`src/rtl/hdrtm_pkg.sv`:
```
// Shared types and constants of the HDR tone mapper.
package hdrtm_pkg;

    typedef enum logic [1:0] {
        MODE_PASS     = 2'd0,
        MODE_REINHARD = 2'd1,
        MODE_ACES     = 2'd2,
        MODE_FILMIC   = 2'd3
    } tone_mode_t;

    localparam int CHAN_W       = 24;
    localparam int SQ_W         = 2 * CHAN_W;
    localparam int LUMA_W       = 40;
    localparam int TERM_W       = 64;
    localparam int QUO_W        = 26;
    localparam int FILM_SCALE_W = 31;
    localparam int PROD_W       = QUO_W + FILM_SCALE_W;
    localparam int LATENCY      = QUO_W + 5;

    localparam logic [15:0] LUMA_WR = 16'd13933;
    localparam logic [15:0] LUMA_WG = 16'd46871;
    localparam logic [15:0] LUMA_WB = 16'd4732;

    localparam logic [FILM_SCALE_W-1:0] FILM_SCALE =
        FILM_SCALE_W'((64'd30595 << 32) / 64'd66556);

    localparam logic [CHAN_W-1:0] CHAN_MAX = {CHAN_W{1'b1}};

    typedef logic [CHAN_W-1:0] chan_t;

endpackage

```
`src/rtl/hdrtm_luma.sv`:
```
// Two-stage luminance sum shared by the three color lanes.
module hdrtm_luma
    import hdrtm_pkg::*;
(
    input  logic              aclk,
    input  logic              en,
    input  chan_t             red,
    input  chan_t             green,
    input  chan_t             blue,
    output logic [LUMA_W-1:0] luma
);

    logic [LUMA_W-1:0] prod_r_reg;
    logic [LUMA_W-1:0] prod_g_reg;
    logic [LUMA_W-1:0] prod_b_reg;
    logic [LUMA_W-1:0] luma_reg;

    // Weight each channel
    always_ff @(posedge aclk) begin
        if (en) begin
            prod_r_reg <= LUMA_W'(red)   * LUMA_W'(LUMA_WR);
            prod_g_reg <= LUMA_W'(green) * LUMA_W'(LUMA_WG);
            prod_b_reg <= LUMA_W'(blue)  * LUMA_W'(LUMA_WB);
        end
    end

    // Sum the weighted channels
    always_ff @(posedge aclk) begin
        if (en) begin
            luma_reg <= prod_r_reg + prod_g_reg + prod_b_reg;
        end
    end

    assign luma = luma_reg;

endmodule

```
`config.mk`:
```
export PLATFORM = sky130hd
export DESIGN_NAME = hdrtm_luma
export DESIGN_NICKNAME = d
export VERILOG_FILES = /design/src/rtl/hdrtm_pkg.sv /design/src/rtl/hdrtm_luma.sv
export SDC_FILE = /design/constraint.sdc
export NUM_CORES = 2
export LEC_CHECK = 0
export BUFFER_PORTS_ARGS = -buffer_cell sky130_fd_sc_hd__clkbuf_2
export CAP_MARGIN = 20
export CORE_UTILIZATION = 55
export DETAILED_ROUTE_END_ITERATION = 16
export HOLD_SLACK_MARGIN = 0.03
export PLACE_DENSITY = 0.72
export REMOVE_ABC_BUFFERS = 1
export SLEW_MARGIN = 25
export SYNTH_ARGS = -nofsm -noshare
export SYNTH_HDL_FRONTEND = slang
export SYNTH_SLANG_ARGS = --single-unit
```
`constraint.sdc`:
```
create_clock -name aclk -period 7.45 [get_ports aclk]
set_input_delay 1.49 -clock aclk [delete_from_list [all_inputs] [get_ports aclk]]
set_output_delay 1.49 -clock aclk [all_outputs]
set_load 0.02 [all_outputs]
```
; Yosys cells after proc, flatten, opt, wreduce, memory -nomap -nowiden
; Cells that the tools add are included.
; Widths: inputs -> output; s select.
[totals]
regBits = 153
in_bits = 74
elab_cells = 9
[classes]
add_sub_neg = 2
n_mul = 3
[ops]
columns = op, count
row1 = $add 38x40->40, 1
row2 = $add 40x37->40, 1
row3 = $mul 24x16->40 const B, 1
row4 = $mul 24x14->38 const B, 1
row5 = $mul 24x11->35 const B, 1

; Longest topological paths before layout
[logic_depth]
word_depth = 2
ltp_mapped = 23
depth_no_buf = 21

; Worst setup path after synthesis
; No wires, ideal clock.
[synth_timing]
kind = input to register
startpoint = input green[4]
endpoint = register prod_g_reg[38] (data pin)
setup_time_ps = 265
t_arrival_ps = 6268
slack_ps = 917
path_stages = 21
n_path_buf = 1
path_cell_list = ha_1 > inv_1 > fa_1 > inv_1 > fa_1 > fa_1 > fa_1 > inv_1 > fa_1 > inv_1 > ha_1 > buf_2 > a21o_1 > a211o_1 > a21oi_1 > o31ai_1 > a221oi_2 > o21ai_2 > a31oi_2 > o211ai_1 > xor2_1
[synth_between]
elab_chain_cells = 1
[synth_lines]
columns = element, line
row1 = from (decl), hdrtm_luma.sv:8  ; input chan_t green,
row2 = $mul 24x16->40, hdrtm_luma.sv:22  ; prod_g_reg <= LUMA_W'(green) * LUMA_W'(LUMA_WG);
row3 = to (signal assigned), hdrtm_luma.sv:22
row4 = to (decl), hdrtm_luma.sv:14  ; logic [LUMA_W-1:0] prod_g_reg;
; Every way passes these cells.
; A chain may end at the register's enable or synchronous reset.

; Worst setup path after layout
[layout_timing]
startpoint = input red[7]
endpoint = register prod_r_reg[36] (data pin)
[layout_between]
elab_chain_cells = 1
[layout_lines]
columns = element, line
row1 = from (decl), hdrtm_luma.sv:7  ; input chan_t red,
row2 = $mul 24x14->38, hdrtm_luma.sv:21  ; prod_r_reg <= LUMA_W'(red) * LUMA_W'(LUMA_WR);
row3 = to (signal assigned), hdrtm_luma.sv:21
row4 = to (decl), hdrtm_luma.sv:13  ; logic [LUMA_W-1:0] prod_r_reg;
; Every way passes these cells.

==> results.tsv <==
metric	value	unit
cell taking the most area after synthesis	fa_1	
hold crit path type	register to register	
RR Endpoint	luma[36]	
Port Buffers	113	
CTS root buf	clkbuf_16	
final WL	58690	um
via count	17750	
initial antenna violation count	3	
cell area after synthesis	0.02672	mm^2
# fillers	4085	
clk slew on worst S/H paths	70	ps
Synth Flop Type	edfxtp_1	
Commonest cells post-synth	inv_1 (588), ha_1 (457), fa_1 (429), edfxtp_1 (153), a21oi_1 (137)	
Slew HR	47.28	%
detailed-route DRC error count	0	
die area	0.04947	mm^2
first-pass GRT wire length	97720	um
Initial Util	55.85	%
worst r2r path cells	11	
Clk Latency, worst-skew pair	450	ps
Yosys reg bits	153	
Max-Cap Viols	0	
post-synth top area share	32.14	%
I/O pins	114	
largest net degree at the start of global routing	83	
Num CTS Buffers	17	
outcome	finished clean	
Final Net Count	3559	
wire per inst	18.17	um
hold buffer count at cts	0	
RSZ-0062 raised after global routing	no	
crit path kind	primary input to register	
FF-to-FF setup slack	3690	ps
die height	222.4	um
Post-CTS Setup Bufs	0	
via density per instance	5.494	
Worst Path Required	7660	ps
total gr overflow	0	
crit path DAT	7060	ps
initial drt markers	1117	
Worst Max-Slew Pin Slew	790.9	ps
CTS HTree Levels	4	
CTS tree	done	
CORE AREA	0.04785	mm^2
Pre-antenna DRT Iters	5	
critical path capture point type	register	
crit path from	red[7]	
count leader, synth	inv_1	
CP Launch Type	primary input	
clock sink count	153	
mean cell area of the mapped netlist	10.72	um^2
Tcrit/Tclk final	91.95	%
maximum clock frequency	146.0	MHz
Synth Instances	2493	
cell row count	80	
crit path time final	6851	ps
area grow syn2layout	6.780	%
Synth warnings	0	
final hold violation count	0	
Post-synth EDFFs	153	
worst-path maximum fanout	7	
post-CTS sizing	0	
Final setup viols	0	
gpl congestion	0.9455	
end of the critical path	prod_r_reg[36]	
CTS max path bufs	2	
post-route ant nets	0	
DP HPWL	52340	um
setup TNS	0	ps
clk_skew	9.931	ps
layout cell share with drive strength beyond 1	7.236	%
sequential share of the synthesized area	17.19	%
FFs w/ async S/R, synth	0	%
top cells by area, synth	fa_1 (32%), ha_1 (21%), edfxtp_1 (17%), inv_1 (8.3%), xnor2_1 (3.0%)	
Horiz. Die Dim	222.4	um
worst r2r src	prod_g_reg[2]	
pins over their slew limit	0	
gr usage total	25.41	%
Yosys cell types	80	
vias in the first global route	18930	
[final cells by class]
cell class                      instances  area, um^2  share of cell area [%]
Sequential cell                       153        4594                   16.10
Clock buffer                           19       432.9                   1.517
Inverter                              588        2207                   7.735
Multi-Input combinational cell       1721       19780                   69.30
Tap cell                              615       769.5                   2.697
Antenna cell                            3       7.507                 0.02631
Clock inverter                         13       135.1                  0.4736
Timing Repair Buffer                  118       613.1                   2.149
[metrics by stage]
| step | worst slack [ps] | cell area [um^2] | cells | hold slack, ps | utilization, % |
|---|---|---|---|---|---|
| after floorplan | 949.1 | 26580 | 2462 | 512.8 | - |
| after global placement | 277.6 | 27960 | 3195 | 539.0 | 58.43 |
| after detailed placement | 229.7 | 27960 | 3195 | 541.0 | 58.43 |
| after CTS | 697.1 | 28520 | 3227 | 557.0 | 59.62 |
| after global routing | 318.7 | 28530 | 3230 | 577.4 | 59.64 |
| final | 599.5 | 28530 | 3230 | 554.2 | 59.64 |
[routing by layer]
metal / vias up / global-route usage (%) / share of wire [%] / wire (um)
met5: - / 0 / 0 / 0
met4: 0 / 5.851 / 1.8 / 1039
met3: 59 / 4.205 / 5.0 / 2913
met2: 427 / 41.24 / 47 / 27740
met1: 8843 / 35.78 / 46 / 26990
li1: 8418 / - / - / -
[placed cells by master (no fill, tap or decap), types with 4 or more instances in the layout]
master and instances:
inv_6 4, a21o_1 80, nand3_1 30, xor2_1 61, inv_1 588, a211oi_1 12, fa_1 429, o21a_1 11
clkbuf_2 112, a21oi_2 5, a31o_2 4, or3_1 6, nand4_1 22, a211oi_2 4, a221oi_1 4, o21ai_1 7
clkinv_4 4, nand2_1 78, nor3_1 10, clkbuf_16 17, xnor2_1 91, o31a_1 7, nor2b_1 12, edfxtp_1 153
nor2_1 52, ha_1 457, a21oi_1 137, nand2b_1 11, and3_1 13, a31oi_1 6, buf_4 4, o21bai_1 23
and2_1 8, o31ai_1 5, o211ai_1 8, o21ai_0 62
[worst min path at each step]
stage | end | slack, ps | start | depth (start not counted)
3_3_place_gp | luma[0] | 540 | prod_r_reg[0] | 1
5_1_grt | luma[39] | 580 | prod_g_reg[39] | 1
4_1_cts | luma[39] | 560 | prod_g_reg[39] | 1
6_report | luma[39] | 550 | prod_g_reg[39] | 1
2_1_floorplan | luma[0] | 510 | prod_g_reg[0] | 1
3_5_place_dp | luma[39] | 540 | prod_g_reg[39] | 1
[kinds of logic after synthesis]
logic type	Yosys count	synth area share, %
fa+ha+maj	886	53.53
buf+inv	619	8.807
compound gates	420	10.62
simple gates	261	4.785
flops	153	17.19
xor+xnor	152	4.982
mux	2	0.07492
[worst max-delay path, stage by stage]
cell      delay [ps]
clkbuf_2         150
ha_1             450
xor2_1           210
ha_1             210
a21o_1           180
fa_1             470
fa_1             540
inv_1             50
fa_1             470
fa_1             500
inv_1             40
ha_1             360
nand3_1          170
nor3_1            80
nor4_1           470
a31o_2           310
o21ai_1          160
a41oi_2          310
o21ai_0          140
a21oi_1          210
xnor2_1           80
Power is not shown: default switching activity piles up to over one toggle a cycle in this logic, so the estimate is an artifact.
